===== config.mk =====
export PLATFORM = sky130hd
export DESIGN_NAME = jpe_front
export DESIGN_NICKNAME = d
export VERILOG_FILES = /design/src/rtl/jpe_pkg.sv /design/src/rtl/jpe_front.sv
export SDC_FILE = /design/constraint.sdc
export NUM_CORES = 1
export LEC_CHECK = 0
export BUFFER_PORTS_ARGS = -buffer_cell sky130_fd_sc_hd__buf_4
export CAP_MARGIN = 20
export CORE_ASPECT_RATIO = 0.7
export CORE_MARGIN = 2
export CORE_UTILIZATION = 30
export DETAILED_ROUTE_END_ITERATION = 10
export SLEW_MARGIN = 10
export SYNTH_ARGS = -nofsm -noshare
export SYNTH_HDL_FRONTEND = slang
export SYNTH_SLANG_ARGS = --single-unit

===== constraint.sdc =====
create_clock -name clk -period 2.2 [get_ports clk]
set_clock_uncertainty 0.05 [all_clocks]
set_input_delay 0.33 -clock clk [delete_from_list [all_inputs] [get_ports clk]]
set_output_delay 0.33 -clock clk [all_outputs]
set_load 0.01 [all_outputs]

===== src/rtl/jpe_pkg.sv =====
// ----------------------------------------------------------------------------
// Jacobi polynomial evaluator package
// Shared widths, constants and beat types.
// ----------------------------------------------------------------------------
`default_nettype none

package jpe_pkg;

	localparam int MAX_ORDER  = 15;
	localparam int MAX_WEIGHT = 15;
	localparam int FRAC_BITS  = 30;

	localparam int XW = 32;       // point width
	localparam int VW = 64;       // value width
	localparam int AW = 2 * VW;   // product accumulator width
	localparam int LW = VW / 2;   // multiplier limb width
	localparam int NW = 4;        // order width
	localparam int IW = 4;        // input weight width
	localparam int WW = 5;        // internal weight width, holds weight + 1
	localparam int KW = 6;        // derivative scale width
	localparam int CW = 24;       // recurrence coefficient width

	localparam int DIV_STEP   = 4;
	localparam int DIV_CYCLES = AW / DIV_STEP;
	localparam int DCW        = $clog2(DIV_CYCLES);

	localparam int QDEPTH = 2;
	localparam int QAW    = $clog2(QDEPTH);
	localparam int QCW    = $clog2(QDEPTH + 1);

	localparam logic signed [VW-1:0] ONE =
		{{(VW - FRAC_BITS - 1){1'b0}}, 1'b1, {FRAC_BITS{1'b0}}};

	localparam logic OP_VALUE = 1'b0;
	localparam logic OP_DERIV = 1'b1;

	typedef struct packed {
		logic                 op;
		logic [NW-1:0]        order;
		logic [IW-1:0]        alpha;
		logic [IW-1:0]        beta;
		logic signed [XW-1:0] x;
		logic                 last_point;
	} in_t;

	typedef struct packed {
		logic signed [VW-1:0] value;
		logic                 overflow;
		logic                 last_point_res;
	} out_t;

	// classified work item between front and back
	typedef struct packed {
		logic                 direct;
		logic signed [VW-1:0] direct_value;
		logic                 deriv;
		logic [NW-1:0]        ne;
		logic [WW-1:0]        ae;
		logic [WW-1:0]        be;
		logic [KW-1:0]        k;
		logic signed [XW-1:0] x;
		logic                 last;
	} job_t;

	typedef struct packed {
		logic [AW-1:0] num;
		logic [VW-1:0] den;
	} div_req_t;

	typedef struct packed {
		logic                 done;
		logic signed [VW-1:0] q;
		logic                 ovf;
	} div_rsp_t;

endpackage

`default_nettype wire


===== src/rtl/jpe_front.sv =====
// ----------------------------------------------------------------------------
// Jacobi front end
// Registers an input beat, clamps order and weights, and classifies it into
// a direct result or a recurrence job for the back end.
// ----------------------------------------------------------------------------
`default_nettype none

module jpe_front (
	input  wire logic           clk,
	input  wire logic           arst_n,
	input  wire logic           push,
	input  wire jpe_pkg::in_t   item,
	output logic                full,
	output logic                enq_valid,
	output jpe_pkg::job_t       enq_job,
	input  wire logic           enq_ready
);

	logic                   hold_q;
	jpe_pkg::in_t           item_q;
	logic [jpe_pkg::NW-1:0] n;
	logic [jpe_pkg::WW-1:0] a;
	logic [jpe_pkg::WW-1:0] b;

	assign full      = hold_q && !enq_ready;
	assign enq_valid = hold_q;

	always_ff @(posedge clk or negedge arst_n) begin
		if (!arst_n) begin
			hold_q <= 1'b0;
		end else if (push && !full) begin
			hold_q <= 1'b1;
		end else if (enq_ready) begin
			hold_q <= 1'b0;
		end
	end

	always_ff @(posedge clk) begin
		if (push && !full) begin
			item_q <= item;
		end
	end

	always_comb begin
		n = (item_q.order > jpe_pkg::NW'(jpe_pkg::MAX_ORDER)) ?
			jpe_pkg::NW'(jpe_pkg::MAX_ORDER) : item_q.order;
		a = jpe_pkg::WW'(item_q.alpha);
		b = jpe_pkg::WW'(item_q.beta);
		if (a > jpe_pkg::WW'(jpe_pkg::MAX_WEIGHT)) begin
			a = jpe_pkg::WW'(jpe_pkg::MAX_WEIGHT);
		end
		if (b > jpe_pkg::WW'(jpe_pkg::MAX_WEIGHT)) begin
			b = jpe_pkg::WW'(jpe_pkg::MAX_WEIGHT);
		end

		enq_job              = '0;
		enq_job.deriv        = item_q.op;
		enq_job.ne           = n;
		enq_job.ae           = a;
		enq_job.be           = b;
		enq_job.k            = jpe_pkg::KW'(a) + jpe_pkg::KW'(b) + jpe_pkg::KW'(n) + 1'b1;
		enq_job.x            = item_q.x;
		enq_job.last         = item_q.last_point;

		if (item_q.op == jpe_pkg::OP_VALUE) begin
			if (n == '0) begin
				enq_job.direct       = 1'b1;
				enq_job.direct_value = jpe_pkg::ONE;
			end
		end else begin
			if (n == '0) begin
				enq_job.direct       = 1'b1;
				enq_job.direct_value = '0;
			end else if (n == jpe_pkg::NW'(1)) begin
				// (a+b+2)/2 in fixed point is exact
				enq_job.direct       = 1'b1;
				enq_job.direct_value = (jpe_pkg::VW'(a) + jpe_pkg::VW'(b) + 2'd2)
					<< (jpe_pkg::FRAC_BITS - 1);
			end else begin
				// derivative from the lower order with raised weights
				enq_job.ne = n - 1'b1;
				enq_job.ae = a + 1'b1;
				enq_job.be = b + 1'b1;
			end
		end
	end

endmodule

`default_nettype wire


# After elaboration in Yosys (flattened, before gate mapping)
# Cells that the tools add are included.
# word_totals
wordCells,33
regBits,47
# classes
reduce_logical,6
n_mux,10
n_eq_ne,1
add_sub_neg,8
magnitude_cmp,1
# op_table
op,n
2-to-1 mux 65 bit,4
2-to-1 mux 14 bit,3
adder 4 x 1 -> 5 bit (second input constant),2
adder 4 x 4 -> 5 bit,2
adder 5 x 2 -> 6 bit (second input constant),1
adder 5 x 4 -> 6 bit,1
adder 6 x 1 -> 6 bit (second input constant),1
== test 4 x 1 -> 1 bit (second input constant),1
> comparator 4 bit (second input constant),1
zero test 4 bit,1
2-to-1 mux 4 bit,1
subtractor 4 x 1 -> 4 bit (second input constant),1
logical AND 1 bit,2
zero test 1 bit,2
2-to-1 mux 1 bit,2
nonzero test 2 bit,1

# Depth between registers and ports, before layout
# depth
depth_word,6
ltp_mapped,9
mapped_depth_nobuf,9

# Least setup slack after synthesis
# OpenSTA, ideal clock, no wires.
# synth_timing
kind,reg-to-output
startpoint,reg item_q (netlist bit a[1])
endpoint,out enq_job[37] (netlist name)
path_stages_with_launch,7
n_path_buf,0
slack_ns,-0.217
arrival_time_ns,2.037
required_ns,1.820
cell_sequence,edfxtp_1 fa_1 inv_1 fa_1 nand2b_1 a21oi_1 xor2_1
# synth_rtl
item,line_no,rtl
start: declaration,jpe_front.sv:20,jpe_pkg::in_t item_q;
start signal: assignment,jpe_front.sv:40,item_q <= item;
end: declaration,jpe_front.sv:15,"output jpe_pkg::job_t enq_job,"

==> out/qor.yml <==
antenna_cells: 0
holdCritStartpoint: "item[20]"
synthArstFlopShare_pct: 2.128
clkTransAtPathRegs_ps: 60
ys_seq_area_share_pct: 48.22
yosysWarnings: 0
synthAdderAreaFrac_pct: 10.73
min_path_cells: 1
area_growth_pct: 40.03
p_per_area_nw_per_um2: 636.0
dpl_cell_area_sq_um: 3595
violations: "negative setup slack"
synth_ff_type: "edfxtp_1"
ys_types: 32
dp_slack_ps: -120.5
r2r_cells: 3
syn_inst: 243
drc: 0
synth_xor_area_share_pct: 3.303
die_width_um: 121.9
fmax_mhz: 383.5
status: "finished with violations"
fin_crit_sh_pct: 118.5
grt_first_pass_wirelength_um: 8797
ir_worst_vdd_v: 0.0005516
yosysTopAreaCell: "edfxtp_1"
crit_arrival_ps: 2230
core_sq_um: 9572
grt_pass1_vias: 1817
first_pass_iters: 4
overflow: 0
yosys.area_share.simple_pct: 6.607
holdPathEnd: "enq_job[20]"
rr_endpoint: "enq_job[21]"
grt_setup_unrepaired: "true"
finalHoldViolations: 0
die_y_um: 86.50
cellLeakagePower_nw: 1.863
worst-path-max-fanout: 2
final_antenna_net_count: 0
cts_buffer_depth: 2
clock-sinks: 47
startpoint_type: "flop"
boundaryPins: 171
synth_area_leaders: "edfxtp_1, buf_4, ha_1"
io_buffers: 112
setup_viol: 22
gp_congestion: 0.7616
synthTopCellsByCount: "buf_4, edfxtp_1, ha_1, inv_1, a21oi_1"
cts_htree_levels: 2
die_area_sq_um: 10540
tritoncts: "yes"
synth_top_family_by_area: "buffers and inverters"
synth_top_area_share_pct: 47.36
synth_compound_area_share_pct: 3.904
vias: 1870
grt.total_usage_pct: 10.85
path_class: "reg -> out"
drt-vias-per-instance: 3.872
numCtsBuffers: 5
num-nets-final: 426
drive_above_1_share_pct: 53.52
finalCriticalPeriod_ps: 2608
finalSetupTns_ps: -2828
routed_wl_um: 5797
rows: 30
drt_iter0_drc: 35
synth_mux_area_share_pct: 1.373
synth_edf_count: 46
hpwl_um: 4658
synth-seq-cells: 47
rrSetupSlack_ps: 860
critical_path.endpoint_type: "primary output"
yosys.cell_count.top_type: "buf_4"
clk_latency_ps: 280
fin_hold_ws_ps: 174.2
hold_path.class: "in -> reg"
required_ps: 1820
stdcell_area_sq_um: 4084
wire_per_inst_um: 12.00
root_buffer: "clkbuf_16"
fin_util_pct: 42.67
start_util_pct: 30.47
drv_slew: 0
syn_area_per_cell_sq_um: 12.00
synth_area_sq_um: 2917
antenna_found_initial: 0
grt_max_degree: 25
r2r_start: "enq_valid"
max_cap_violations: 0
fin_ws_ps: -407.8
-- worst max-delay path, stage by stage (launching register included) --
cell	delay [ps]
edfxtp_1	410
fa_1	580
inv_1	60
fa_2	340
nand2b_4	150
a21oi_2	130
xor2_1	150
buf_4	140
-- timing repair --
item	in CTS	in global routing
gates resized for setup	39	21
buffers inserted	6	3
hold buffers	1	0
pin swaps	14	8
hold endpoints to repair	1	0
setup endpoints to repair	23	24
-- cells in the final DEF (no fill, tap or decap), types with 3 or more instances in the layout --
cell       instances
buf_4            125
conb_1            58
edfxtp_1          46
buf_6             14
ha_1              10
inv_1              7
nor2_1             7
a21oi_2            7
ha_4               7
nand2_1            6
xor2_1             5
clkbuf_16          5
xnor2_1            4
inv_2              3
and3_1             3
fa_1               3
-- registers in the layout (all words and copies together), names as in the netlist --
name       cells
b              4
a              4
item_q         4
enq_valid      1
enq_job       34
-- kinds of logic (layout without fill, tap and decap cells) --
| logic type | after synthesis | after routing |
|---|---|---|
| buffers and inverters | 106 | 161 |
| DFF | 47 | 47 |
| and+or+nand+nor | 35 | 35 |
| adders and majority gates | 22 | 22 |
| AOI/OAI and AO/OA | 18 | 18 |
| xor gates and xnor gates | 11 | 11 |
| muxes | 3 | 3 |
| other | 1 | 58 |
-- report_power, final --
part | leakage [nW] | switching [mW] | total, mW | internal [mW]
Sequential | 0.449 | 0.0229 | 1.07 | 1.04
Clock | 0.0868 | 0.296 | 0.860 | 0.564
Combinational | 1.33 | 0.319 | 0.671 | 0.351
Total | 1.86 | 0.638 | 2.60 | 1.96
-- metal layers --
layer  up-vias  global-route usage, %  share of wire (%)
li1        889                      -                  -
met1       863                  12.49                 39
met2       116                  18.59                 49
met3         2                  4.737                 12
met4         0                  2.821               0.52
met5         -                      0                  0
-- worst max path at each step --
stage	start	to	cells after the start
2_1_floorplan	item_q[41]	enq_job[37]	9
5_1_grt	item_q[42]	enq_job[37]	7
4_1_cts	item_q[42]	enq_job[37]	7
6_report	item_q[42]	enq_job[37]	7
3_3_place_gp	item_q[42]	enq_job[37]	7
3_5_place_dp	item_q[42]	enq_job[37]	7
-- per-stage QoR --
step | total power [mW] | std cells
final | 2.598 | 483
after global routing | 2.719 | 483
after CTS | 2.592 | 480
after detailed placement | 1.664 | 467
after global placement | 1.656 | 467
after floorplan | 1.491 | 300
-- layout make-up --
type | count | area, sq um
fill | 912 | 5488
sequential | 47 | 1406
multi-input combinational | 147 | 1179
timing repair buffer | 140 | 1106
tap | 128 | 160.2
clock buffer | 6 | 138.9
inverter | 13 | 58.81
clock inverter | 2 | 35.03
Power figures use the tool's default switching activity.
