**src/rtl/jpe_pkg.sv**
```systemverilog
// ----------------------------------------------------------------------------
// Jacobi polynomial evaluator package
// Shared widths, constants and beat types.
// ----------------------------------------------------------------------------
`default_nettype none

package jpe_pkg;

	localparam int MAX_ORDER  = 15;
	localparam int MAX_WEIGHT = 15;
	localparam int FRAC_BITS  = 30;

	localparam int XW = 32;       // point width
	localparam int VW = 64;       // value width
	localparam int AW = 2 * VW;   // product accumulator width
	localparam int LW = VW / 2;   // multiplier limb width
	localparam int NW = 4;        // order width
	localparam int IW = 4;        // input weight width
	localparam int WW = 5;        // internal weight width, holds weight + 1
	localparam int KW = 6;        // derivative scale width
	localparam int CW = 24;       // recurrence coefficient width

	localparam int DIV_STEP   = 4;
	localparam int DIV_CYCLES = AW / DIV_STEP;
	localparam int DCW        = $clog2(DIV_CYCLES);

	localparam int QDEPTH = 2;
	localparam int QAW    = $clog2(QDEPTH);
	localparam int QCW    = $clog2(QDEPTH + 1);

	localparam logic signed [VW-1:0] ONE =
		{{(VW - FRAC_BITS - 1){1'b0}}, 1'b1, {FRAC_BITS{1'b0}}};

	localparam logic OP_VALUE = 1'b0;
	localparam logic OP_DERIV = 1'b1;

	typedef struct packed {
		logic                 op;
		logic [NW-1:0]        order;
		logic [IW-1:0]        alpha;
		logic [IW-1:0]        beta;
		logic signed [XW-1:0] x;
		logic                 last_point;
	} in_t;

	typedef struct packed {
		logic signed [VW-1:0] value;
		logic                 overflow;
		logic                 last_point_res;
	} out_t;

	// classified work item between front and back
	typedef struct packed {
		logic                 direct;
		logic signed [VW-1:0] direct_value;
		logic                 deriv;
		logic [NW-1:0]        ne;
		logic [WW-1:0]        ae;
		logic [WW-1:0]        be;
		logic [KW-1:0]        k;
		logic signed [XW-1:0] x;
		logic                 last;
	} job_t;

	typedef struct packed {
		logic [AW-1:0] num;
		logic [VW-1:0] den;
	} div_req_t;

	typedef struct packed {
		logic                 done;
		logic signed [VW-1:0] q;
		logic                 ovf;
	} div_rsp_t;

endpackage

`default_nettype wire

```
**src/rtl/jpe_queue.sv**
```systemverilog
// ----------------------------------------------------------------------------
// Jacobi job queue
// Short register queue that decouples the front end from the back end.
// ----------------------------------------------------------------------------
`default_nettype none

module jpe_queue (
	input  wire logic           clk,
	input  wire logic           arst_n,
	input  wire logic           enq_valid,
	input  wire jpe_pkg::job_t  enq_job,
	output logic                enq_ready,
	output logic                deq_valid,
	output jpe_pkg::job_t       deq_job,
	input  wire logic           deq_ready
);

	jpe_pkg::job_t           mem_q [jpe_pkg::QDEPTH];
	logic [jpe_pkg::QAW-1:0] wp_q;
	logic [jpe_pkg::QAW-1:0] rp_q;
	logic [jpe_pkg::QCW-1:0] cnt_q;
	logic                    do_enq;
	logic                    do_deq;

	assign enq_ready = cnt_q != jpe_pkg::QCW'(jpe_pkg::QDEPTH);
	assign deq_valid = cnt_q != '0;
	assign deq_job   = mem_q[rp_q];
	assign do_enq    = enq_valid && enq_ready;
	assign do_deq    = deq_valid && deq_ready;

	always_ff @(posedge clk or negedge arst_n) begin
		if (!arst_n) begin
			wp_q  <= '0;
			rp_q  <= '0;
			cnt_q <= '0;
		end else begin
			if (do_enq) begin
				wp_q <= (wp_q == jpe_pkg::QAW'(jpe_pkg::QDEPTH - 1)) ? '0 : wp_q + 1'b1;
			end
			if (do_deq) begin
				rp_q <= (rp_q == jpe_pkg::QAW'(jpe_pkg::QDEPTH - 1)) ? '0 : rp_q + 1'b1;
			end
			if (do_enq && !do_deq) begin
				cnt_q <= cnt_q + 1'b1;
			end else if (do_deq && !do_enq) begin
				cnt_q <= cnt_q - 1'b1;
			end
		end
	end

	always_ff @(posedge clk) begin
		if (do_enq) begin
			mem_q[wp_q] <= enq_job;
		end
	end

endmodule

`default_nettype wire

```
**config.mk**
```make
export PLATFORM = sky130hd
export DESIGN_NAME = jpe_queue
export DESIGN_NICKNAME = d
export VERILOG_FILES = /design/src/rtl/jpe_pkg.sv /design/src/rtl/jpe_queue.sv
export SDC_FILE = /design/constraint.sdc
export NUM_CORES = 1
export LEC_CHECK = 0
export ABC_CLOCK_PERIOD_IN_PS = 7270
export BUFFER_PORTS_ARGS = -buffer_cell sky130_fd_sc_hd__buf_4
export CAP_MARGIN = 25
export CORE_MARGIN = 5
export CORE_UTILIZATION = 45
export CTS_BUF_LIST = sky130_fd_sc_hd__clkbuf_4 sky130_fd_sc_hd__clkbuf_8
export DETAILED_ROUTE_END_ITERATION = 8
export GPL_TIMING_DRIVEN = 0
export HOLD_SLACK_MARGIN = 0.02
export PLACE_DENSITY = 0.7
export RECOVER_POWER = 25
export SLEW_MARGIN = 20
export SYNTH_ARGS = -nofsm -noshare
export SYNTH_HDL_FRONTEND = slang
export SYNTH_SLANG_ARGS = --single-unit
```
**constraint.sdc**
```tcl
create_clock -name clk -period 7.27 [get_ports clk]
set_clock_uncertainty 0.15 [all_clocks]
set_input_delay 1.454 -clock clk [delete_from_list [all_inputs] [get_ports clk]]
set_output_delay 1.454 -clock clk [all_outputs]
set_load 0.02 [all_outputs]
```
* After elaboration in Yosys (flattened, before gate mapping) *
Memories as Yosys holds them, arrays and structs flattened.
Cells that the tools add are included.
W data, S select, Z words.

operators by class
  $add $sub $neg = 4
  equality and inequality tests = 1
  reduce and logical (&&, ||, !) cells = 8
  multiplexer cells = 6

operators with widths
  kind                   count
  $logic_and A1 B1 Y1    4
  $mux W1                4
  $mux W2                2
  $reduce_bool A2 Y1     2
  $add A1 B1 Y1 const B  2
  $add A2 B1 Y2 const B  1
  $logic_not A1 Y1       2
  $ne A2 B2 Y1 const B   1
  $sub A2 B1 Y2 const B  1

word-level totals
  input port bits = 123
  memories = 1
  logic and storage cells = 23
  bits in registers = 4
  output and inout port bits = 121
  RAM bits = 238

memory list
  memory  depth  width  rd ports  clocked after memory_dff  wr ports  RTL line         RTL
  mem_q   2      119    1         0                         1         jpe_queue.sv:18  jpe_pkg::job_t mem_q [jpe_pkg::QDEPTH];

* Depth between registers and ports, before layout *
Gate-level depths: netlist of the first run.

  depth after elaboration = 6
  mapped depth = 7
  gate-level depth less buffers = 7

* Worst setup path before layout of the first run *
OpenSTA, ideal clock, no wires.

  kind = in2reg
  from = input port enq_valid
  to = memory mem_q[0][0] (netlist name) (enable)
  arrival = 6.497 ns
  cell stages on the path = 2
  setup time = 0.599 ns
  path buffers = 0
  path slack = 0.024 ns
  cell sequence = nand2_1 > nor2_1

on the way
  word-level cells in the longest chain between the ends = 3

RTL lines
  element                        RTL line         RTL
  from (decl)                    jpe_queue.sv:10  input wire logic enq_valid,
  $logic_and A1 B1 Y1            jpe_queue.sv:28  assign do_enq = enq_valid && enq_ready;
  $mux W1                        jpe_queue.sv:52  if (do_enq) begin
  $mux W1 (not written as such)  jpe_queue.sv:53  mem_q[wp_q] <= enq_job;
  to (decl)                      jpe_queue.sv:18

No other way between the ends.

==> results of run 1 <==
area by class of cell:
class / count / share of cell area
repair buffers: 251 / 0.1671
clock buffers: 54 / 0.05637
multi-input cells: 132 / 0.1217
well taps: 265 / 0.02797
inverters: 1 / 0.0003167
flip-flops and latches: 242 / 0.6114
clock inverters: 11 / 0.003800
plain buffers: 13 / 0.01130
worst paths after layout:
path                                from           end  cells past startpoint
max in group asynchronous         arst_n      cnt_q[0]                      1
min in group asynchronous         arst_n          wp_q                      1
worst max-delay path                rp_q    deq_job[2]                      4
worst min register to register  cnt_q[1]      cnt_q[1]                      1
worst min-delay path            cnt_q[1]      cnt_q[1]                      1
worst max register to register  cnt_q[0]  mem_q[0][49]                      6
layout by cell type, fill, tap and decap left out, drive strengths merged:
cell    instances
ha              1
clkbuf        140
mux2          119
nand2           2
xor2            2
edfxtp        238
nand2b          1
clkinv         11
inv             1
dfrtp           4
or2             1
xnor2           3
nor2            2
buf           178
and3            1
sequential cells by signal (all words and copies together) (netlist names):
signal	flops
wp_q	1
mem_q	238
rp_q	1
cnt_q	2
power groups by stage:
| stage | Clock [uW] | Sequential (uW) | Combinational [uW] |
|---|---|---|---|
| after floorplan | 0 | 2030 | 1100 |
| after global routing | 1170 | 2000 | 1980 |
| after detailed placement | 0 | 2000 | 1910 |
| final | 1060 | 1970 | 1870 |
| after global placement | 0 | 2070 | 1780 |
| after CTS | 1110 | 1980 | 1920 |
logic make-up (layout without fill, tap and decap cells):
family | count (synthesis) | count (layout) | share of synthesized area
mux | 119 | 119 | 0.1520
flops | 242 | 242 | 0.8221
fa+ha+maj | 1 | 1 | 0.001419
xor+xnor | 5 | 5 | 0.004969
simple gates | 7 | 7 | 0.003835
buf+inv | 14 | 330 | 0.01561
per-layer routing:
layer  track usage  vias up  wire, um
met2        0.2679      184      8992
met4       0.04941        0       442
met1        0.1668     2209      6435
li1              -     2136         -
met3       0.06632       44      1822
met5             0        -         0
metrics by stage:
step	setup slack, ps	total power [uW]	utilization	TNS (ps)	cells
after detailed placement	4103	3911	0.5764	0	904
after CTS	3788	5000	0.6131	0	969
after floorplan	24.24	3138	-	0	388
after global routing	3765	5150	0.6110	0	969
final	3860	4906	0.6110	0	969
after global placement	-2551	3855	0.5655	-302850	896
==> impl_metrics.csv, run 1 <==
group,metric,value,unit
run_status,status,"finished, final reports clean",
timing,setup_violations,0,
critical_path,path_buf_inv,3,
global_route,groute.usage.overall,0.1528,
hold_path,hold_class,"reg -> reg",
die,die_h,150.0,um
pwr,powerDensity,413.9,nW/um2
global_route,antenna_found_initial,0,
pwr,p_int,3360,uW
yosys,yosysTopAreaCellShare,0.8108,
yosys,syn_avg_cell_area,22.72,um2
timing,fmax,293.2,MHz
yosys,async_flop_share,0.01653,
cts,cts_buffers,39,
cts,cts_setup_buffers,0,
route,drt-total-wl,17.69,mm
cts,cts_max_path_buffers,3,
finish,multiInputGateArea,1443,um2
job,maxCapViolations,0,
route,postRouteAntennaNets,0,
route,firstDrtPassIters,4,
yosys,ys_ff_latch,242,
pwr,swShare,0.3152,
timing,fin_crit,3410,ps
finish,fin_nets,804,
route,drc,0,
critical_path,required,5670,ps
yosys,yosysTopAreaCell,"edfxtp_1",
yosys,yosys-top-cells-count,"238 x edfxtp_1, 119 x mux2_2, 11 x buf_6",
placed_design,place.port_buffers,243,
die,ios,244,
critical_path,arrival,1810,ps
die,dieArea,22490,um2
yosys,synth_cell_types,14,
cts,clock-root-buffer,"clkbuf_8",
cts,cts.repair.resized,0,
placed_design,place_area,11180,um2
critical_path,critPathTopFamily,"buffers and inverters",
cts,tritoncts,"built",
timing,max_slew_margin,0.4949,
yosys,synth_seq_area_share,0.8221,
critical_path,crit_fanout,10,
global_route,grt_pass1_vias,5023,
yosys,syn-num-nets,512,
pwr,ir_worst_vdd,0.0002296,V
cts,clkLatencyLatePin,510,ps
yosys,synth_area_leaders,"edfxtp_1 81%, mux2_2 15%, buf_6 1.4%, dfrtp_1 1.1%, xnor2_1 0.30%",
pwr,power_frac_seq,0.402,
yosys,synthFlopType,"edfxtp_1",
route,wl_per_cell,18.26,um
timing,rsz0062_at_grt,"no",
yosys,synth_edf_count,238,
finish,layout-area-overhead-vs-synth,34.46,%
die,initial_core_util,0.4544,
timing,worst_pin_slew,757.6,ps
global_route,grt_max_degree,50,
critical_path,critPathKind,"reg -> out",
yosys,synth_cells,388,
finish,drive_gt1_frac,0.6136,
critical_path,startpoint_type,"flip-flop",
placed_design,hpwl,12.37,mm
route,vias,4573,
pwr,leakagePower,0.004427,uW
timing,slew_viol_final,0,
cts,cts.clk_slew.worst_paths,60,ps
timing,finalHoldViolations,0,
route,avgViaCountPerCell,4.719,
cts,cts_hold_buf,0,
die,rows,51,
critical_path,crit_chain,"buf_6, buf_6, mux2_2, buf_4",
cts,cts_sinks,242,
timing,worst_hold_slack,359.4,ps
pwr,switchingPower,1546,uW
die,coreArea,19400,um2
global_route,grt_pass1_wl,26.45,mm
critical_path,crit_path_top_delay_cell,"mux2_2",
critical_path,cp-end-kind,"output pin",
yosys,synthMostInstantiatedCell,"edfxtp_1",
critical_path,max_stage_delay,370,ps
critical_path,r2r_setup_slack,5020,ps
finish,stdcell_area,11850,um2
cts,htreeDepth,2,
finish,fill_cells,1455,
yosys,yosys_warnings,0,
global_route,gr-total-overflow,0,
pwr,clock_power_share,0.217,
placed_design,place_congestion,0.7513,
yosys,syn_area,8815,um2
finish,seq_area,7247,um2
pwr,combPwrFrac,0.381,
route,drtIter0Drc,163,
die,fp.dieW,150.0,um
critical_path,crit_top_cell,"buf_6",
finish,antenna_cells,0,
timing,post-route-period-util,0.4691,
Note: power is estimated with default switching activity, not from simulation.
==> run 2, diff against run 1 <==
--- a/config.mk
+++ b/config.mk
@@ -5,7 +5,7 @@
 export SDC_FILE = /design/constraint.sdc
 export NUM_CORES = 1
 export LEC_CHECK = 0
-export ABC_CLOCK_PERIOD_IN_PS = 7270
+export ABC_CLOCK_PERIOD_IN_PS = 3400
 export BUFFER_PORTS_ARGS = -buffer_cell sky130_fd_sc_hd__buf_4
 export CAP_MARGIN = 25
 export CORE_MARGIN = 5
==> constraint.sdc (replaced) <==
create_clock -name clk -period 3.4 [get_ports clk]
set_clock_uncertainty 0.15 [all_clocks]
set_input_delay 0.68 -clock clk [delete_from_list [all_inputs] [get_ports clk]]
set_output_delay 0.68 -clock clk [all_outputs]
set_load 0.02 [all_outputs]
==> impl_metrics.csv, run 2 (synthesis results as in run 1) <==
group,metric,value,unit
die,die_h,150.0,um
critical_path,arrival,1830,ps
pwr,finalPower,10590,uW
die,initial_core_util,0.4544,
global_route,groute.usage.overall,0.1538,
timing,slew_viol_final,0,
route,wl_per_cell,18.00,um
timing,post-route-period-util,0.7809,
critical_path,cp-end-kind,"output pin",
die,ios,244,
critical_path,startpoint_type,"flip-flop",
timing,setup_ws,744.8,ps
cts,clkLatencyLatePin,500,ps
placed_design,hpwl,12.50,mm
cts,cts_buffers,40,
cts,tritoncts,"built",
critical_path,critPathKind,"reg -> out",
cts,cts.repair.resized,0,
cts,htreeDepth,2,
die,rows,51,
route,drtIter0Drc,115,
global_route,grt_pass1_vias,5169,
global_route,grt_pass1_wl,26.79,mm
pwr,leakagePower,0.004457,uW
job,maxCapViolations,0,
route,firstDrtPassIters,4,
hold_path,min-delay-start,"enq_job[12]",
critical_path,r2r-start,"cnt_q[0]",
global_route,gr-total-overflow,0,
finish,largest_reg_flops,238,
die,dieArea,22490,um2
cts,cts.clk_slew.worst_paths,50,ps
global_route,grt_max_degree,52,
critical_path,crit_fanout,10,
finish,final_cell_mix,"238 x edfxtp_1, 160 x buf_4, 119 x mux2_2",
route,drt-total-wl,17.57,mm
timing,fin_crit,2655,ps
finish,final_common_cell,"edfxtp_1",
global_route,antenna_found_initial,0,
finish,multiInputGateArea,1443,um2
timing,worst_pin_slew,757.0,ps
die,coreArea,19400,um2
route,drc,0,
pwr,ir_worst_vdd,0.0004850,V
timing,setup_violations,0,
finish,top_register,"mem_q",
finish,reg.largest.list,"mem_q: 238 flops, cnt_q: 2 flops",
cts,cts_sinks,242,
finish,layout-area-overhead-vs-synth,34.96,%
finish,fill_cells,1480,
timing,rsz0062_at_grt,"no",
route,postRouteAntennaNets,0,
finish,seq_area,7247,um2
cts,cts_max_path_buffers,3,
route,avgViaCountPerCell,4.742,
timing,max_slew_margin,0.4941,
placed_design,place.port_buffers,243,
die,fp.dieW,150.0,um
timing,fmax,376.6,MHz
critical_path,required,2570,ps
placed_design,place_congestion,0.7240,
pwr,powerDensity,890.5,nW/um2
finish,fin_nets,805,
hold_path,hold_class,"in -> reg",
run_status,status,"finished, final reports clean",
cts,clock-root-buffer,"clkbuf_8",
timing,finalHoldViolations,0,
critical_path,crit_start,"rp_q",
finish,drive_gt1_frac,0.6197,
route,vias,4628,
placed_design,dp_slack,936.4,ps
run 2: cell types whose count changed in the layout (fill, tap and decap cells not counted):
cell           previous run  this run
dlygate4sd3_1             0         1
clkbuf_1                 11        12
clkinv_1                  8         4
clkinv_2                  3         2
diode_2                   0         1
buf_16                    5         4
clkbuf_4                 87        94
buf_4                   157       160
run 2: through the flow:
stage / utilization / cells / hold WS (ps) / TNS [ps] / cell area, um2
floorplan: - / 388 / 234.4 / 0 / 8823
global placement: 0.5660 / 896 / 323.3 / -100370 / 10980
detailed placement: 0.5749 / 903 / 329.8 / 0 / 11150
CTS: 0.6155 / 975 / 163.1 / 0 / 11940
global route: 0.6131 / 975 / 176.4 / 0 / 11890
finish: 0.6133 / 976 / 212.9 / 0 / 11900
run 2: area by class of cell:
class / instances / area share
flip-flops and latches: 242 / 0.6092
repair buffers: 251 / 0.1647
multi-input cells: 132 / 0.1213
clock buffers: 65 / 0.06310
well taps: 265 / 0.02787
plain buffers: 13 / 0.01125
clock inverters: 6 / 0.002103
inverters: 1 / 0.0003155
diodes: 1 / 0.0002103
run 2: metal layers:
metal	wire length, um	GRT usage
met1	6327	0.1698
met2	9025	0.2665
met3	1865	0.06814
met4	352	0.04941
met5	0	0
run 2: final timing paths:
| path | endpoint | slack (ps) | depth (start not counted) |
|---|---|---|---|
| setup reg to reg | mem_q[0][70] | 1130 | 5 |
| min in group asynchronous | wp_q | 380 | 2 |
| max in group asynchronous | cnt_q[1] | 2610 | 2 |
| setup / recovery | deq_job[25] | 740 | 4 |
| hold / removal | mem_q[1][12] | 210 | 1 |
| hold reg to reg | cnt_q[1] | 350 | 1 |
run 2: what timing repair did:
action,in CTS,in global routing
hold endpoints to repair,4,0
hold buffers,1,0
setup buffers,0,0
endpoints found under the setup margin,0,0
run 2: where the power goes:
part           internal [uW]  switching, uW  total [uW]
registers               4070            150        4220
logic                   1830           2130        3960
clock network           1390           1030        2410
run 2: critical path, stage by stage, from the launching register on:
cell and delay [ps]:
dfrtp_1 380, buf_6 230, buf_6 190, mux2_2 360, buf_4 170
