===== config.mk =====
export PLATFORM = sky130hd
export DESIGN_NAME = jpe_div
export DESIGN_NICKNAME = d
export VERILOG_FILES = /design/src/rtl/jpe_pkg.sv /design/src/rtl/jpe_div.sv
export SDC_FILE = /design/constraint.sdc
export NUM_CORES = 2
export LEC_CHECK = 0
export ABC_CLOCK_PERIOD_IN_PS = 15400
export CORE_MARGIN = 1.5
export CORE_UTILIZATION = 60
export CTS_BUF_LIST = sky130_fd_sc_hd__clkbuf_16
export CTS_CLUSTER_SIZE = 12
export DETAILED_ROUTE_END_ITERATION = 8
export DONT_BUFFER_PORTS = 1
export PLACE_DENSITY = 0.79
export SKIP_CTS_REPAIR_TIMING = 1
export SLEW_MARGIN = 20
export SYNTH_ARGS = -nofsm -noshare
export SYNTH_HDL_FRONTEND = slang
export SYNTH_SLANG_ARGS = --single-unit
export TNS_END_PERCENT = 100

===== constraint.sdc =====
create_clock -name clk -period 15.4 [get_ports clk]
set_clock_uncertainty 0.2 [all_clocks]
set_input_delay 1.54 -clock clk [delete_from_list [all_inputs] [get_ports clk]]
set_output_delay 1.54 -clock clk [all_outputs]
set_load 0.01 [all_outputs]

===== src/rtl/jpe_pkg.sv =====
// ----------------------------------------------------------------------------
// Jacobi polynomial evaluator package
// Shared widths, constants and beat types.
// ----------------------------------------------------------------------------
`default_nettype none

package jpe_pkg;

	localparam int MAX_ORDER  = 15;
	localparam int MAX_WEIGHT = 15;
	localparam int FRAC_BITS  = 30;

	localparam int XW = 32;       // point width
	localparam int VW = 64;       // value width
	localparam int AW = 2 * VW;   // product accumulator width
	localparam int LW = VW / 2;   // multiplier limb width
	localparam int NW = 4;        // order width
	localparam int IW = 4;        // input weight width
	localparam int WW = 5;        // internal weight width, holds weight + 1
	localparam int KW = 6;        // derivative scale width
	localparam int CW = 24;       // recurrence coefficient width

	localparam int DIV_STEP   = 4;
	localparam int DIV_CYCLES = AW / DIV_STEP;
	localparam int DCW        = $clog2(DIV_CYCLES);

	localparam int QDEPTH = 2;
	localparam int QAW    = $clog2(QDEPTH);
	localparam int QCW    = $clog2(QDEPTH + 1);

	localparam logic signed [VW-1:0] ONE =
		{{(VW - FRAC_BITS - 1){1'b0}}, 1'b1, {FRAC_BITS{1'b0}}};

	localparam logic OP_VALUE = 1'b0;
	localparam logic OP_DERIV = 1'b1;

	typedef struct packed {
		logic                 op;
		logic [NW-1:0]        order;
		logic [IW-1:0]        alpha;
		logic [IW-1:0]        beta;
		logic signed [XW-1:0] x;
		logic                 last_point;
	} in_t;

	typedef struct packed {
		logic signed [VW-1:0] value;
		logic                 overflow;
		logic                 last_point_res;
	} out_t;

	// classified work item between front and back
	typedef struct packed {
		logic                 direct;
		logic signed [VW-1:0] direct_value;
		logic                 deriv;
		logic [NW-1:0]        ne;
		logic [WW-1:0]        ae;
		logic [WW-1:0]        be;
		logic [KW-1:0]        k;
		logic signed [XW-1:0] x;
		logic                 last;
	} job_t;

	typedef struct packed {
		logic [AW-1:0] num;
		logic [VW-1:0] den;
	} div_req_t;

	typedef struct packed {
		logic                 done;
		logic signed [VW-1:0] q;
		logic                 ovf;
	} div_rsp_t;

endpackage

`default_nettype wire


===== src/rtl/jpe_div.sv =====
// ----------------------------------------------------------------------------
// Jacobi divider
// Signed 128-bit by unsigned 64-bit division, four quotient bits per cycle,
// round to nearest with ties away from zero, saturate to 64 bits.
// A divisor of two skips the digit loop and takes a one-bit shift instead.
// ----------------------------------------------------------------------------
`default_nettype none

module jpe_div (
	input  wire logic               clk,
	input  wire logic               arst_n,
	input  wire logic               go,
	input  wire jpe_pkg::div_req_t  req,
	output jpe_pkg::div_rsp_t       rsp
);

	typedef enum logic [1:0] {D_IDLE, D_RUN, D_ROUND, D_SAT} dstate_t;

	dstate_t                     state_q;
	logic [jpe_pkg::DCW-1:0]     cnt_q;
	logic [jpe_pkg::AW-1:0]      u_q;
	logic [jpe_pkg::AW-1:0]      q_q;
	logic [jpe_pkg::VW-1:0]      rem_q;
	logic [jpe_pkg::VW-1:0]      den_q;
	logic                        neg_q;

	logic [jpe_pkg::AW-1:0]      u_n;
	logic [jpe_pkg::AW-1:0]      q_n;
	logic [jpe_pkg::VW-1:0]      r_n;
	logic [jpe_pkg::VW:0]        r_w;
	logic                        ge;
	logic                        ovf_neg;
	logic                        ovf_pos;
	logic [jpe_pkg::AW-1:0]      mag_in;
	logic                        half;

	assign mag_in = req.num[jpe_pkg::AW-1] ? -req.num : req.num;
	assign half   = req.den == jpe_pkg::VW'(2);

	always_comb begin
		u_n = u_q;
		q_n = q_q;
		r_n = rem_q;
		r_w = '0;
		ge  = 1'b0;
		for (int t = 0; t < jpe_pkg::DIV_STEP; t++) begin
			r_w = {r_n, u_n[jpe_pkg::AW-1]};
			u_n = {u_n[jpe_pkg::AW-2:0], 1'b0};
			ge  = r_w >= {1'b0, den_q};
			q_n = {q_n[jpe_pkg::AW-2:0], ge};
			r_n = ge ? jpe_pkg::VW'(r_w - {1'b0, den_q}) : r_w[jpe_pkg::VW-1:0];
		end
	end

	assign ovf_neg = (q_q[jpe_pkg::AW-1:jpe_pkg::VW] != '0) ||
		(q_q[jpe_pkg::VW-1] && (q_q[jpe_pkg::VW-2:0] != '0));
	assign ovf_pos = q_q[jpe_pkg::AW-1:jpe_pkg::VW-1] != '0;

	always_ff @(posedge clk or negedge arst_n) begin
		if (!arst_n) begin
			state_q <= D_IDLE;
			cnt_q   <= '0;
			rsp     <= '0;
		end else begin
			rsp.done <= state_q == D_SAT;
			case (state_q)
				D_IDLE: begin
					if (go) begin
						cnt_q   <= '0;
						state_q <= half ? D_ROUND : D_RUN;
					end
				end
				D_RUN: begin
					cnt_q <= cnt_q + 1'b1;
					if (cnt_q == jpe_pkg::DCW'(jpe_pkg::DIV_CYCLES - 1)) begin
						state_q <= D_ROUND;
					end
				end
				D_ROUND: begin
					state_q <= D_SAT;
				end
				D_SAT: begin
					if (neg_q) begin
						rsp.ovf <= ovf_neg;
						rsp.q   <= ovf_neg ? {1'b1, {(jpe_pkg::VW-1){1'b0}}} :
							$signed(-q_q[jpe_pkg::VW-1:0]);
					end else begin
						rsp.ovf <= ovf_pos;
						rsp.q   <= ovf_pos ? {1'b0, {(jpe_pkg::VW-1){1'b1}}} :
							$signed(q_q[jpe_pkg::VW-1:0]);
					end
					state_q <= D_IDLE;
				end
				default: state_q <= D_IDLE;
			endcase
		end
	end

	always_ff @(posedge clk) begin
		if (state_q == D_IDLE && go) begin
			neg_q <= req.num[jpe_pkg::AW-1];
			u_q   <= mag_in;
			den_q <= req.den;
			if (half) begin
				q_q   <= mag_in >> 1;
				rem_q <= jpe_pkg::VW'(mag_in[0]);
			end else begin
				q_q   <= '0;
				rem_q <= '0;
			end
		end else if (state_q == D_RUN) begin
			u_q   <= u_n;
			q_q   <= q_n;
			rem_q <= r_n;
		end else if (state_q == D_ROUND) begin
			// round half away from zero on the magnitude
			if (rem_q >= den_q - rem_q) begin
				q_q <= q_q + 1'b1;
			end
		end
	end

endmodule

`default_nettype wire


# [After elaboration in Yosys (flattened, before gate mapping)]
# Index checks and enable logic that the tools add are counted.
[totals] inputBits=195 output_inout_bits=66 latchBits=0 ramBits=0 romBits=0 regBits=458 wordCells=69 mem_count=0
[classes] n_eq_ne=7 n_lt_le_gt_ge=5 n_reduce_logical=14 n_shift=0 bitwise=0 muxes=24 multipliers=0 n_addsub=9 div=0
[ops] cell="2-to-1 mux 128 bit" n=7
[ops] cell="2-to-1 mux 64 bit" n=8
[ops] cell="subtractor 64 bit" n=5
[ops] cell=">= comparator 65 x 64 -> 1 bit" n=4
[ops] cell="adder 128 x 1 -> 128 bit (second input constant)" n=1
[ops] cell="negation 128 bit" n=1
[ops] cell="2-to-1 mux 127 bit" n=1
[ops] cell="2-to-1 mux 65 bit" n=1
[ops] cell="nonzero test 65 bit" n=1
[ops] cell="== test 64 x 2 -> 1 bit (second input constant)" n=1
[ops] cell=">= comparator 64 bit" n=1
[ops] cell="negation 64 bit" n=1
[ops] cell="nonzero test 64 bit" n=1
[ops] cell="nonzero test 63 bit" n=1
[ops] cell="one-hot mux 5 bit (2 select lines)" n=1
[ops] cell="one-hot mux 2 bit (4 select lines)" n=1
[ops] cell="2-to-1 mux 2 bit" n=3
[ops] cell="AND reduction 2 bit" n=3
[ops] cell="nonzero test 3 bit" n=2
[ops] cell="adder 5 x 1 -> 5 bit (second input constant)" n=1
[ops] cell="== test 5 bit (second input constant)" n=1
[ops] cell="2-to-1 mux 5 bit" n=1
[ops] cell="== test 2 bit (second input constant)" n=2
[ops] cell="!= test 2 bit (second input constant)" n=2
[ops] cell="other kinds (6)" n=8

# [Depth between registers and ports, before layout]
[depth] depth_word=10 ltp_mapped=63 ltp_nobuf=56

# [Worst setup path after synthesis]
# OpenSTA, ideal clock, no wires.
[synth_path] path_type="reg2reg" from="reg den_q[0] (netlist bit)" to="reg q_q[0] (netlist bit), enable pin" setup_time_ps=792 path_buffers=0 setup_slack_ps=828 arrival_time_ps=13580 t_required_ps=14408 stages_incl_launch_ff=26 synth_period_minus_slack_ps=14572 cell_sequence="edfxtp_1 inv_1 ha_1 inv_1 fa_1 a21o_1 a21oi_1 o21a_1 o32ai_1 a21o_1 a31o_2 a31oi_1 o21a_1 o31ai_1 a31oi_1 o21ai_0 a21o_1 a221oi_1 xor2_1 ha_1 nand4_1 nor2_1 nand3_1 nor3_1 nand2_1 o21ai_0"
[synth_via] elab_chain_cells=4
[synth_rtl] element="from (decl)" line="jpe_div.sv:24" rtl="logic [jpe_pkg::VW-1:0] den_q;"
[synth_rtl] element="from (signal assigned)" line="jpe_div.sv:103" rtl="den_q <= req.den;"
[synth_rtl] element="subtractor 64 bit" line="jpe_div.sv:117" rtl="if (rem_q >= den_q - rem_q) begin"
[synth_rtl] element=">= comparator 64 bit" line="jpe_div.sv:117"
[synth_rtl] element="nonzero test 3 bit (no line)"
[synth_rtl] element="AND reduction 2 bit (no line)"
[synth_rtl] element="to (signal assigned)" line="jpe_div.sv:105" rtl="q_q <= mag_in >> 1;"
[synth_rtl] element="to (signal assigned)" line="jpe_div.sv:113" rtl="q_q <= q_n;"
[synth_rtl] element="to (signal assigned)" line="jpe_div.sv:118" rtl="q_q <= q_q + 1'b1;"
[synth_rtl] element="to (decl)" line="jpe_div.sv:22" rtl="logic [jpe_pkg::AW-1:0] q_q;"
# Every way passes these cells.
# A chain may end at the register's enable or synchronous reset.

# [Final worst setup path]
[layout_path] from="reg rem_q[25] (netlist bit)" to="reg rem_q[36] (netlist bit), data pin"
[layout_via] elab_chain_cells=10 word_cells_on_any_way=14 classes_between="add/sub: 4; order compare: 4; mux: 6"
[layout_rtl] element="from (decl)" line="jpe_div.sv:23" rtl="logic [jpe_pkg::VW-1:0] rem_q;"
[layout_rtl] element="from (signal assigned)" line="jpe_div.sv:106" rtl="rem_q <= jpe_pkg::VW'(mag_in[0]);"
[layout_rtl] element="from (signal assigned)" line="jpe_div.sv:114" rtl="rem_q <= r_n;"
[layout_rtl] element="subtractor 64 bit or >= comparator 65 x 64 -> 1 bit (tied branches)" line="jpe_div.sv:51, jpe_div.sv:49"
[layout_rtl] element="2-to-1 mux 64 bit *" line="jpe_div.sv:51" rtl="r_n = ge ? jpe_pkg::VW'(r_w - {1'b0, den_q}) : r_w[jpe_pkg::VW-1:0];"
[layout_rtl] element="subtractor 64 bit or >= comparator 65 x 64 -> 1 bit (tied branches)" line="jpe_div.sv:51, jpe_div.sv:49"
[layout_rtl] element="2-to-1 mux 64 bit *" line="jpe_div.sv:51"
[layout_rtl] element="subtractor 64 bit or >= comparator 65 x 64 -> 1 bit (tied branches)" line="jpe_div.sv:51, jpe_div.sv:49"
[layout_rtl] element="2-to-1 mux 64 bit *" line="jpe_div.sv:51"
[layout_rtl] element="subtractor 64 bit or >= comparator 65 x 64 -> 1 bit (tied branches)" line="jpe_div.sv:51, jpe_div.sv:49"
[layout_rtl] element="2-to-1 mux 64 bit *" line="jpe_div.sv:51"
[layout_rtl] element="2-to-1 mux 64 bit *" line="jpe_div.sv:111" rtl="end else if (state_q == D_RUN) begin"
[layout_rtl] element="2-to-1 mux 64 bit *" line="jpe_div.sv:100" rtl="if (state_q == D_IDLE && go) begin"
# Mark *: on every way between the ends. The rest lies on a longest branch, timed or not. The select of a mux whose other input is x is not followed.

==> flow_summary.html <==
<table>
<tr><th>Metric</th><th>Value</th></tr>
<tr><th colspan="2">Yosys</th></tr>
<tr><td>Count of flip-flops with a built-in enable after synthesis</td><td>385</td></tr>
<tr><td>Most area-consuming cells after synthesis</td><td>sky130_fd_sc_hd__edfxtp_1 24%, sky130_fd_sc_hd__ha_1 10%, sky130_fd_sc_hd__xor2_1 5.5%, sky130_fd_sc_hd__a21oi_1 5.4%, sky130_fd_sc_hd__o21ai_0 4.7%</td></tr>
<tr><td>Adder and majority gate portion of the synthesized area</td><td>0.1039</td></tr>
<tr><td>Number of warnings printed during yosys synthesis</td><td>0</td></tr>
<tr><td>Top-area cell type share of the netlist area</td><td>0.2401</td></tr>
<tr><td>Flip-flop and latch count after synthesis</td><td>458</td></tr>
<tr><td>Primary FF master, synth</td><td>sky130_fd_sc_hd__edfxtp_1</td></tr>
<tr><td>Instance count of the mapped netlist</td><td>5896</td></tr>
<tr><td>Xor/xnor cell area share of the yosys netlist</td><td>0.09349</td></tr>
<tr><td>Distinct cells, synth</td><td>101</td></tr>
<tr><td>Synth Net Count</td><td>6488</td></tr>
<tr><td>Share of synthesized cell area in and, or, nand and nor gates</td><td>0.1921</td></tr>
<tr><td>Library cell with the largest summed area after synthesis</td><td>sky130_fd_sc_hd__edfxtp_1</td></tr>
<tr><td>Async set or reset register ratio after synthesis</td><td>0.1594</td></tr>
<tr><td>Synth Area in Compound Gates</td><td>0.2413</td></tr>
<tr><td>Post-Syn Area</td><td>48150 µm²</td></tr>
<tr><td>Mux contribution to synthesized area</td><td>0.04441</td></tr>
<tr><td>Register area share after synthesis</td><td>0.2780</td></tr>
<tr><td>Dominant combinational cell family by area after synthesis</td><td>compound AO/OA/AOI/OAI gates</td></tr>
<tr><td>Average instance area after synthesis</td><td>8.167 µm²</td></tr>
<tr><th colspan="2">GRT</th></tr>
<tr><td>Largest net degree at the start of global routing</td><td>127</td></tr>
<tr><td>Met1 track utilization from global routing</td><td>0.5176</td></tr>
<tr><td>Initial antenna violation count</td><td>6</td></tr>
<tr><td>Global routing met2 resource utilization</td><td>0.6640</td></tr>
<tr><td>Overflow after GRT</td><td>0</td></tr>
<tr><td>Overall track demand over capacity in global routing</td><td>0.4115</td></tr>
<tr><td>Wire length of the first global-routing pass</td><td>262700 µm</td></tr>
<tr><td>Vias in the first global route</td><td>44530</td></tr>
<tr><td>GR Util met3</td><td>0.08657</td></tr>
<tr><td>GRT busiest layer</td><td>met2</td></tr>
<tr><th colspan="2">STA</th></tr>
<tr><td>Period minus WS final</td><td>14.91 ns</td></tr>
<tr><td>Final count of negative-setup-slack endpoints</td><td>0</td></tr>
<tr><td>Relative max-transition margin</td><td>0.2028</td></tr>
<tr><td>Number of hold-slack violations in the final timing report</td><td>0</td></tr>
<tr><td>Setup slack after layout</td><td>0.4874 ns</td></tr>
<tr><td>Hold slack final</td><td>0.3207 ns</td></tr>
<tr><td>Max Clk Rate</td><td>67.06 MHz</td></tr>
<tr><td>RSZ-0062 raised after global routing</td><td>false</td></tr>
<tr><td>Fin. max-slew vios</td><td>0</td></tr>
<tr><td>Portion of the clock cycle consumed by the worst path in the final layout</td><td>0.9684</td></tr>
<tr><td>Worst-margin pin slew</td><td>1.187 ns</td></tr>
<tr><th colspan="2">Flow run</th></tr>
<tr><td>Maxcap violations</td><td>0</td></tr>
<tr><th colspan="2">Critical path</th></tr>
<tr><td>Endpoint kind of the worst setup timing path</td><td>flop</td></tr>
<tr><td>Top cell by count, worst path</td><td>sky130_fd_sc_hd__a21oi_1</td></tr>
<tr><td>Worst setup path class</td><td>flop to flop</td></tr>
<tr><td>Critical-path maximum fanout</td><td>58</td></tr>
<tr><td>Worst reg2reg setup slack</td><td>0.49 ns</td></tr>
<tr><td>Reg2reg end</td><td>rem_q[36]</td></tr>
<tr><td>Number of cell instances on the worst register-to-register path</td><td>54</td></tr>
<tr><td>Beginning of the worst register-to-register path</td><td>rem_q[25]</td></tr>
<tr><td>Start point of the critical path</td><td>rem_q[25]</td></tr>
<tr><td>Data required time of the worst path</td><td>15.61 ns</td></tr>
<tr><td>CP max-delay cell</td><td>sky130_fd_sc_hd__or4_1</td></tr>
<tr><td>Worst EP arrival</td><td>15.13 ns</td></tr>
<tr><td>Sort of element at the start of the critical path</td><td>flop</td></tr>
<tr><td>Largest incremental delay on the critical path</td><td>0.69 ns</td></tr>
<tr><td>End of the critical path</td><td>rem_q[36]</td></tr>
<tr><th colspan="2">Clock tree</th></tr>
<tr><td>Clock latency reported for the late side of the worst-skew pair</td><td>0.70 ns</td></tr>
<tr><td>Clock tree from TritonCTS</td><td>built</td></tr>
<tr><td>Reg clk slew, reported paths</td><td>0.07 ns</td></tr>
<tr><td>CTS Buffer Depth</td><td>3</td></tr>
<tr><td>CTS Sinks</td><td>458</td></tr>
<tr><td>Maximum level of the CTS H-tree</td><td>2</td></tr>
<tr><td>Number of buffers created by CTS</td><td>54</td></tr>
<tr><td>Clock tree root driver cell</td><td>sky130_fd_sc_hd__clkbuf_16</td></tr>
<tr><th colspan="2">Routing</th></tr>
<tr><td>Count of unresolved DRC violations after routing</td><td>0</td></tr>
<tr><td>Routed WL</td><td>174600 µm</td></tr>
<tr><td>Length of the first detailed-routing pass in iterations</td><td>6</td></tr>
<tr><td>WL/cell</td><td>24.92 µm</td></tr>
<tr><td>Via total after detailed routing</td><td>47470</td></tr>
<tr><td>Post-detailed-route via-to-cell ratio</td><td>6.775</td></tr>
<tr><td>Initial DRC count</td><td>5410</td></tr>
<tr><td>Final ANT Viol Nets</td><td>0</td></tr>
<tr><th colspan="2">Hold path</th></tr>
<tr><td>Launch instance of the worst min-delay path</td><td>u_q[107]</td></tr>
<tr><td>Hold/Removal Path Class</td><td>flop to flop</td></tr>
<tr><th colspan="2">Layout</th></tr>
<tr><td>Layout Area Growth over Synthesis</td><td>8.650%</td></tr>
<tr><td>Final cell count without fillers</td><td>7006</td></tr>
<tr><td>Layout Nets</td><td>6496</td></tr>
<tr><td>Ratio of cells with drive above 1 in the final layout</td><td>0.09014</td></tr>
<tr><th colspan="2">Placed design</th></tr>
<tr><td>Worst-case setup slack after placement</td><td>-0.6034 ns</td></tr>
<tr><td>Post-DP HPWL</td><td>136500 µm</td></tr>
<tr><td>DP Cell Count</td><td>6892</td></tr>
<tr><td>Count of port buffers added during placement</td><td>0</td></tr>
<tr><td>Weighted congestion reported at the end of routability-driven placement</td><td>1.064</td></tr>
<tr><th colspan="2">Floorplanning</th></tr>
<tr><td>Die H</td><td>286.3 µm</td></tr>
<tr><td>Area of the die</td><td>81960 µm²</td></tr>
<tr><td>Die Wd</td><td>286.3 µm</td></tr>
<tr><td>Count of pins on the block boundary</td><td>261</td></tr>
<tr><td>Starting utilization of the core area</td><td>0.6076</td></tr>
<tr><td>Count of standard-cell rows</td><td>103</td></tr>
<tr><td>Standard cell core area</td><td>79260 µm²</td></tr>
<tr><th colspan="2">Outcome</th></tr>
<tr><td>Status</td><td>completed</td></tr>
</table>
[state kept, by name (all words and copies together), names as in the netlist]
signal	flops
u_q	128
q_q	128
rsp	66
neg_q	1
rem_q	64
cnt_q	5
den_q	64
state_q	2
[layer usage]
| metal | part of all wire | routed length, µm |
|---|---|---|
| met1 | 0.39 | 67230 |
| met3 | 0.10 | 18030 |
| met5 | 0.0012 | 207 |
| met4 | 0.060 | 10390 |
| met2 | 0.45 | 78710 |
[how the worst min path moves through the flow]
stage                to  slack, ns  cells past startpoint
2_1_floorplan  cnt_q[4]       0.28                      2
3_3_place_gp     u_q[5]       0.30                      2
3_5_place_dp    u_q[95]       0.31                      2
4_1_cts         u_q[95]       0.32                      2
5_1_grt        u_q[110]       0.34                      2
6_report       u_q[111]       0.32                      2
[placed cells by master (no fill, tap or decap), drive strengths merged, types with 98 or more instances in the layout]
cell,synthesis,routed
xnor2,212,212
mux2,98,98
buf,54,255
ha,392,392
nand2,550,550
o21ai,459,459
xor2,302,302
nand3,158,158
a21o,235,235
inv,272,289
nand4,102,102
nor3,117,117
edfxtp,385,385
a21oi,525,525
nor2,476,476
mux2i,103,103
o22ai,99,99
[cell families (layout without fill, tap and decap cells)]
group / after synthesis / in the layout
and+or+nand+nor: 1900 / 1900
AOI/OAI and AO/OA: 1850 / 1850
buffers and inverters: 576 / 626
xor gates and xnor gates: 514 / 514
DFF: 458 / 458
adders and majority gates: 397 / 397
muxes: 201 / 201
other: 0 / 10
[Yosys cell counts (37+ instances only)]
master                     count
sky130_fd_sc_hd__dfrtp_1      73
sky130_fd_sc_hd__nand4_1     102
sky130_fd_sc_hd__o21ai_0     455
sky130_fd_sc_hd__edfxtp_1    385
sky130_fd_sc_hd__and3_1       72
sky130_fd_sc_hd__clkbuf_1    250
sky130_fd_sc_hd__nand3_1     157
sky130_fd_sc_hd__xnor2_1     212
sky130_fd_sc_hd__xor2_1      302
sky130_fd_sc_hd__mux2i_1     103
sky130_fd_sc_hd__o21bai_1     68
sky130_fd_sc_hd__a21oi_1     522
sky130_fd_sc_hd__nor4_1       73
sky130_fd_sc_hd__ha_1        392
sky130_fd_sc_hd__nor2b_1      45
sky130_fd_sc_hd__nand2_1     549
sky130_fd_sc_hd__nor3_1      115
sky130_fd_sc_hd__a21o_1      235
sky130_fd_sc_hd__nand2b_1     46
sky130_fd_sc_hd__o22ai_1      99
sky130_fd_sc_hd__inv_1       271
sky130_fd_sc_hd__a31oi_1      66
sky130_fd_sc_hd__or3_1        77
sky130_fd_sc_hd__nor2_1      474
sky130_fd_sc_hd__or4_1        37
sky130_fd_sc_hd__o21a_1       46
sky130_fd_sc_hd__o31ai_1      71
sky130_fd_sc_hd__mux2_2       97
[metrics by stage]
stage | instance area, µm² | TNS (ns) | util
final | 52320 | 0 | 0.6601
after global routing | 52300 | 0 | 0.6599
after CTS | 52140 | -27.17 | 0.6578
after detailed placement | 50290 | -26.06 | 0.6346
after global placement | 50290 | -0.6793 | 0.6346
after floorplan | 48150 | 0 | -
[worst max-delay path: cells and delay by family, from the launching register on]
family,cells,cell delay [ns]
multiplexers,4,1.37
buffers and inverters,8,1.44
AO/OA/AOI/OAI,27,6.36
AND/OR/NAND/NOR,11,3.17
adder cells (fa/ha/maj),4,1.52
flip-flops,1,0.50
[layout make-up]
| class | count | area (µm²) |
|---|---|---|
| antenna | 10 | 25.02 |
| sequential | 458 | 13390 |
| tap | 1050 | 1314 |
| clock inverter | 41 | 417.9 |
| multi-input combinational | 4862 | 32690 |
| fill | 6861 | 26940 |
| timing repair buffer | 256 | 2031 |
| clock buffer | 57 | 1426 |
| inverter | 272 | 1028 |
Power is left out: the tool's default activity adds up to more than one toggle a clock period on the data nets, which glitch-free logic cannot reach.
